[src/hdl/sidt_pkg.sv]
`timescale 1ns / 1ps
package sidt_pkg;

    localparam int DEF_TABLE_DEPTH = 256;
    localparam int DEF_NAME_CHARS  = 8;
    localparam int KEY_W           = 32;
    localparam int NAME_W          = 64;

    typedef enum logic [1:0] {
        FUNC_CLEAR  = 2'd0,
        FUNC_INSERT = 2'd1,
        FUNC_LOOKUP = 2'd2
    } func_t;

    typedef enum logic [2:0] {
        ST_INSERTED  = 3'd0,
        ST_DUPLICATE = 3'd1,
        ST_FULL      = 3'd2,
        ST_FOUND     = 3'd3,
        ST_MISSING   = 3'd4,
        ST_CLEARED   = 3'd5
    } status_t;

    typedef enum logic [2:0] {
        S_IDLE,
        S_PROBE,
        S_COMPARE,
        S_SHIFT_RD,
        S_SHIFT_WR,
        S_PUT,
        S_DONE
    } state_t;

    typedef struct packed {
        logic [1:0]        func;
        logic [KEY_W-1:0]  key;
        logic [NAME_W-1:0] entry_name;
    } req_t;

    typedef struct packed {
        status_t           status;
        logic [NAME_W-1:0] found_name;
        logic [KEY_W-1:0]  echo_key;
    } rsp_t;

    // controller -> datapath
    typedef struct packed {
        logic    load;
        logic    rd_probe;
        logic    step;
        logic    rd_shift;
        logic    wr_shift;
        logic    put;
        logic    set_status;
        status_t code;
        logic    emit;
    } cmd_t;

    // datapath -> controller
    typedef struct packed {
        logic [1:0] func;
        logic       in_range;
        logic       hit;
        logic       full;
        logic       shift_more;
        logic       out_free;
    } sts_t;

endpackage

[src/hdl/sidt_ctrl.sv]
`timescale 1ns / 1ps
module sidt_ctrl
    import sidt_pkg::*;
(
    input  logic clk,
    input  logic rst_n,
    input  logic req_valid,
    output logic req_ready,
    input  sts_t sts,
    output cmd_t cmd
);

    state_t state_reg;
    state_t state_next;

    // state register
    always_ff @(posedge clk or negedge rst_n)
    begin
        if (!rst_n)
        begin
            state_reg <= S_IDLE;
        end
        else
        begin
            state_reg <= state_next;
        end
    end

    // next state
    always_comb
    begin
        state_next = state_reg;
        unique case (state_reg)
            S_IDLE:
            begin
                if (req_valid)
                begin
                    state_next = S_PROBE;
                end
            end
            S_PROBE:
            begin
                if (sts.func == FUNC_CLEAR)
                begin
                    state_next = S_DONE;
                end
                else if (sts.in_range)
                begin
                    state_next = S_COMPARE;
                end
                else if (sts.func == FUNC_INSERT && !sts.full)
                begin
                    state_next = S_SHIFT_RD;
                end
                else
                begin
                    state_next = S_DONE;
                end
            end
            S_COMPARE:
            begin
                state_next = sts.hit ? S_DONE : S_PROBE;
            end
            S_SHIFT_RD:
            begin
                state_next = sts.shift_more ? S_SHIFT_WR : S_PUT;
            end
            S_SHIFT_WR:
            begin
                state_next = S_SHIFT_RD;
            end
            S_PUT:
            begin
                state_next = S_DONE;
            end
            S_DONE:
            begin
                if (sts.out_free)
                begin
                    state_next = S_IDLE;
                end
            end
            default:
            begin
                state_next = S_IDLE;
            end
        endcase
    end

    // outputs
    always_comb
    begin
        cmd       = '0;
        cmd.code  = ST_INSERTED;
        req_ready = 1'b0;
        unique case (state_reg)
            S_IDLE:
            begin
                req_ready = 1'b1;
                cmd.load  = req_valid;
            end
            S_PROBE:
            begin
                if (sts.func == FUNC_CLEAR)
                begin
                    cmd.set_status = 1'b1;
                    cmd.code       = ST_CLEARED;
                end
                else if (sts.in_range)
                begin
                    cmd.rd_probe = 1'b1;
                end
                else if (sts.func == FUNC_INSERT)
                begin
                    // miss on insert: refuse when full, else start the shift
                    if (sts.full)
                    begin
                        cmd.set_status = 1'b1;
                        cmd.code       = ST_FULL;
                    end
                end
                else
                begin
                    cmd.set_status = 1'b1;
                    cmd.code       = ST_MISSING;
                end
            end
            S_COMPARE:
            begin
                if (sts.hit)
                begin
                    cmd.set_status = 1'b1;
                    cmd.code = (sts.func == FUNC_INSERT) ? ST_DUPLICATE : ST_FOUND;
                end
                else
                begin
                    cmd.step = 1'b1;
                end
            end
            S_SHIFT_RD:
            begin
                cmd.rd_shift = sts.shift_more;
            end
            S_SHIFT_WR:
            begin
                cmd.wr_shift = 1'b1;
            end
            S_PUT:
            begin
                cmd.put        = 1'b1;
                cmd.set_status = 1'b1;
                cmd.code       = ST_INSERTED;
            end
            S_DONE:
            begin
                cmd.emit = sts.out_free;
            end
            default:
            begin
                req_ready = 1'b0;
            end
        endcase
    end

endmodule

[config.mk]
export PLATFORM = sky130hd
export DESIGN_NAME = sidt_ctrl
export DESIGN_NICKNAME = d
export VERILOG_FILES = /design/src/hdl/sidt_pkg.sv /design/src/hdl/sidt_ctrl.sv
export SDC_FILE = /design/constraint.sdc
export NUM_CORES = 1
export LEC_CHECK = 0
export BUFFER_PORTS_ARGS = -buffer_cell sky130_fd_sc_hd__buf_2
export CAP_MARGIN = 10
export CORE_AREA = 3 3 40 42
export CTS_BUF_LIST = sky130_fd_sc_hd__clkbuf_4 sky130_fd_sc_hd__clkbuf_8 sky130_fd_sc_hd__clkbuf_16
export DETAILED_ROUTE_END_ITERATION = 8
export DIE_AREA = 0 0 43 45
export PLACE_DENSITY = 0.67
export SETUP_SLACK_MARGIN = 0.15
export SLEW_MARGIN = 20
export SYNTH_ARGS = -nofsm -noshare
export SYNTH_HDL_FRONTEND = slang
export SYNTH_SLANG_ARGS = --single-unit
[constraint.sdc]
create_clock -name clk -period 1.4 [get_ports clk]
set_input_delay 0.28 -clock clk [delete_from_list [all_inputs] [get_ports clk]]
set_output_delay 0.28 -clock clk [all_outputs]
set_load 0.01 [all_outputs]
# Word level (Yosys, flattened, before mapping)
# Cells that the tools add are included.
totals:
  regBits: 3
  elab_cells: 41
  out_inout_bits: 12
op_classes:
  eq_ne: 9
  n_reduce_logical: 5
  mux: 26
op_table:
  columns: ["cell", "count"]
  rows:
  - ["one-hot mux 3 bit (7 select lines)", 1]
  - ["2-to-1 mux 4 bit", 5]
  - ["2-to-1 mux 3 bit", 6]
  - ["2-to-1 mux 1 bit", 12]
  - ["one-hot mux 4 bit (3 select lines)", 1]
  - ["equality test 3 bit, second input constant", 3]
  - ["equality test 3 x 2 -> 1 bit, second input constant", 2]
  - ["!= test 2 bit, second input constant", 2]
  - ["equality test 3 x 1 -> 1 bit, second input constant", 1]
  - ["zero test 3 bit", 1]
  - ["equality test 2 x 1 -> 1 bit, second input constant", 1]
  - ["zero test 2 bit", 1]
  - ["2-to-1 mux 2 bit", 1]
  - ["AND reduction 2 bit", 1]
  - ["logical AND 1 bit", 1]
  - ["zero test 1 bit", 1]

# Longest topological paths before layout
depth:
  depth_word: 6
  ltp_mapped: 4
  mapped_depth_nobuf: 3

# Worst setup path before layout
# Ideal clock, no wire load.
synth_timing:
  path_kind: "register -> output"
  startpoint: "register state_reg[2]"
  endpoint: "output port cmd[3] (netlist name)"
  t_arrival_ps: 1235
  setup_slack_ps: -115
  stages_incl_launch_ff: 4
  t_required_ps: 1120
  n_path_buf: 1
  cell_sequence: "dfrtp_1 or3b_1 buf_2 a211oi_1"
synth_rtl:
  columns: ["element", "line", "text"]
  rows:
  - ["start: declaration", "sidt_ctrl.sv:13", "state_t state_reg;"]
  - ["start signal: assignment", "sidt_ctrl.sv:25", "state_reg <= state_next;"]
  - ["end: declaration", "sidt_ctrl.sv:10", "output cmd_t cmd"]

==> flow_metrics.tcl <==
set metrics [dict create \
    worstMarginPinSlew_ns 0.338 \
    status "complete, but fails checks" \
    insertion_delay_ns 0.23 \
    worstSetupStartpoint "state_reg[0]" \
    drc 0 \
    period_needed_ns 1.77 \
    crit_path_end_kind "primary output" \
    ys_top_cells_by_area "dfrtp_1, nor3b_1, and4b_1" \
    rows 13 \
    place.gp.congestion 0.719 \
    grt_overflow 0 \
    hold_viol 0 \
    reg2reg_to "state_reg[0]" \
    post-route-period-util_pct 127 \
    finalMaxSlewViolations 0 \
    cp_slowest_stage_delay_ns 0.46 \
    finalSetupViolCount 13 \
    antenna_found_initial 0 \
    stdcell_count 101 \
    syn_to_final_growth_pct 141 \
    final_nets 97 \
    fin_skew_ns 0.00619 \
    core_area_sq_mm 0.00128 \
    startpoint_type "flip-flop" \
    critPathKind "reg -> out" \
    htreeDepth 1 \
    fin_area_sq_um 825 \
    timing.rr.start "state_reg[0]" \
    antenna_cells 0 \
    numCtsBuffers 3 \
    synth-edff-count 0 \
    start_util_pct 26.7 \
    vias_per_cell 5.14 \
    fin_ws_ns -0.371 \
    cpMaxStageDelayCell "or3b_4" \
    cts_root_buf "clkbuf_4" \
    ys_types 26 \
    syn_area_per_cell_sq_um 7.97 \
    drtPass1Iterations 4 \
    cp_cell_sequence "or3b_4, nor3_4, o2bb2ai_2, buf_2" \
    clock.fmax_mhz 565 \
    ir_drop_mv 1.22 \
    ys_ff_latch 3 \
    path_max_fanout 6 \
    netlist_top_cells_count "and2_1, clkbuf_1, dfrtp_1, nor2b_1, nor3b_1" \
    largest_reg_flops 3 \
    clkSlewWorstSetupHoldPaths_ns 0.04 \
    dp_cells 81 \
    grt_pass1_wl_um 1980 \
    drive_gt1_share_pct 75.6 \
    first_iter_violations 3 \
    num_vias 519 \
    grt_start_max_net_pins 13 \
    gr-usage-all-layers_pct 14.3 \
    syn_area_sq_um 343 \
    clock_path_buffers 2 \
    violations "negative setup slack" \
    power_density_mw_per_mm2 2190 \
    synth_top_area_share_pct 21.9 \
    chipWidth_um 43 \
    rr_worst_depth 5 \
    grt_pass1_vias 427 \
    worst_ep_arrival_time_ns 1.49 \
    max-slew-margin-rel_pct 77.4 \
    required_ns 1.12 \
    drv_cap 0 \
    worst-r2r-setup-slack_ns -0.16 \
    io_buffers 21 \
    final_antenna_net_count 0 \
    wl_um 1540 \
    ios 22 \
    clock-sinks 3 \
    synth_ff_type "dfrtp_1" \
    die_h_um 45 \
    rsz0062_at_grt "yes" \
    async_reset_ff_share_pct 100 \
    cts_tree "built" \
    wire_per_inst_um 15.3 \
    yosys.area.top_type "dfrtp_1" \
    dp_hpwl_um 792 \
    synth_seq_area_share_pct 21.9 \
    dieArea_sq_mm 0.00194 \
    fill_cells 94 \
    p_leak_nw 0.391 \
    hp-class "in -> async" \
    synthCells 43 \
    syn_nets 53 \
    ys.warnings.count 0 \
    postPlaceCellArea_sq_um 543 \
]
-- how the worst max path moves through the flow --
stage,end,slack (ns),depth (start not counted)
global placement,cmd[2],-0.22,4
floorplan,cmd[2],-0.09,4
global route,cmd[2],-0.42,4
detailed placement,cmd[2],-0.25,4
CTS,cmd[1],-0.34,3
finish,cmd[2],-0.37,4
-- power by group --
group          leakage [nW]  switching [mW]  total [mW]  internal [mW]
combinational         0.336           0.616        1.46          0.847
clock                0.0184          0.0490       0.175          0.126
sequential           0.0366          0.0367       0.169          0.133
total                 0.391           0.702        1.81           1.11
-- cell families (layout without fill, tap and decap cells) --
group	count (synthesis)	in the layout	share of synthesized area, %
buffers and inverters	4	47	4.74
AND/OR/NAND/NOR	23	23	45.6
flip-flops	3	3	21.9
AO/OA/AOI/OAI	13	13	27.7
-- area by class of cell --
type | count | area (sq um) | area share [%]
multi-input cells | 36 | 359 | 43.6
repair buffers | 43 | 342 | 41.4
flip-flops and latches | 3 | 75.1 | 9.10
clock buffers | 4 | 30.0 | 3.64
well taps | 15 | 18.8 | 2.28
-- per-stage QoR --
| step | total power, mW | hold slack (ns) | TNS (ns) | worst slack, ns | utilization [%] |
|---|---|---|---|---|---|
| after global routing | 1.92 | 0.385 | -3.66 | -0.422 | 64.2 |
| final | 1.81 | 0.368 | -3.06 | -0.371 | 64.2 |
| after floorplan | 0.659 | -0.0156 | -0.183 | -0.0868 | - |
| after detailed placement | 0.906 | 0.0792 | -0.897 | -0.246 | 42.3 |
| after global placement | 0.901 | 0.0775 | -0.766 | -0.225 | 42.3 |
| after CTS | 1.35 | 0.361 | -2.32 | -0.345 | 52.7 |
-- metal layers --
metal	global-route usage [%]	part of all wire, %	vias up
met1	16.5	39	258
li1	-	-	249
met4	5.42	0	0
met3	3.98	4.3	0
met5	0	0	-
met2	25.1	57	12
-- placed cells by master (no fill, tap or decap), types with 2 or more instances in the layout --
master    synthesis  routed
clkbuf_4          0       4
buf_6             0      17
a21oi_1           2       2
dfrtp_1           3       3
and2_4            0       3
buf_4             0       6
nor3_4            0       2
nand3b_1          2       2
and4b_1           2       2
buf_2             1      19
-- critical path, delay by kind of cell, from the launching register on --
kind | cells | cell delay [ns]
compound gates | 1 | 0.12
flops | 1 | 0.39
buf+inv | 1 | 0.15
simple gates | 2 | 0.60
-- timing repair --
item                                    in CTS  in global routing
buffers inserted                             4                 10
endpoints found under the setup margin      14                 15
hold buffers                                 1                  0
gates resized for setup                     13                 18
gates cloned                                 1                  0
endpoints found under the hold margin        3                  0
pin swaps                                    4                 11
Note: power is estimated with default switching activity, not from simulation.
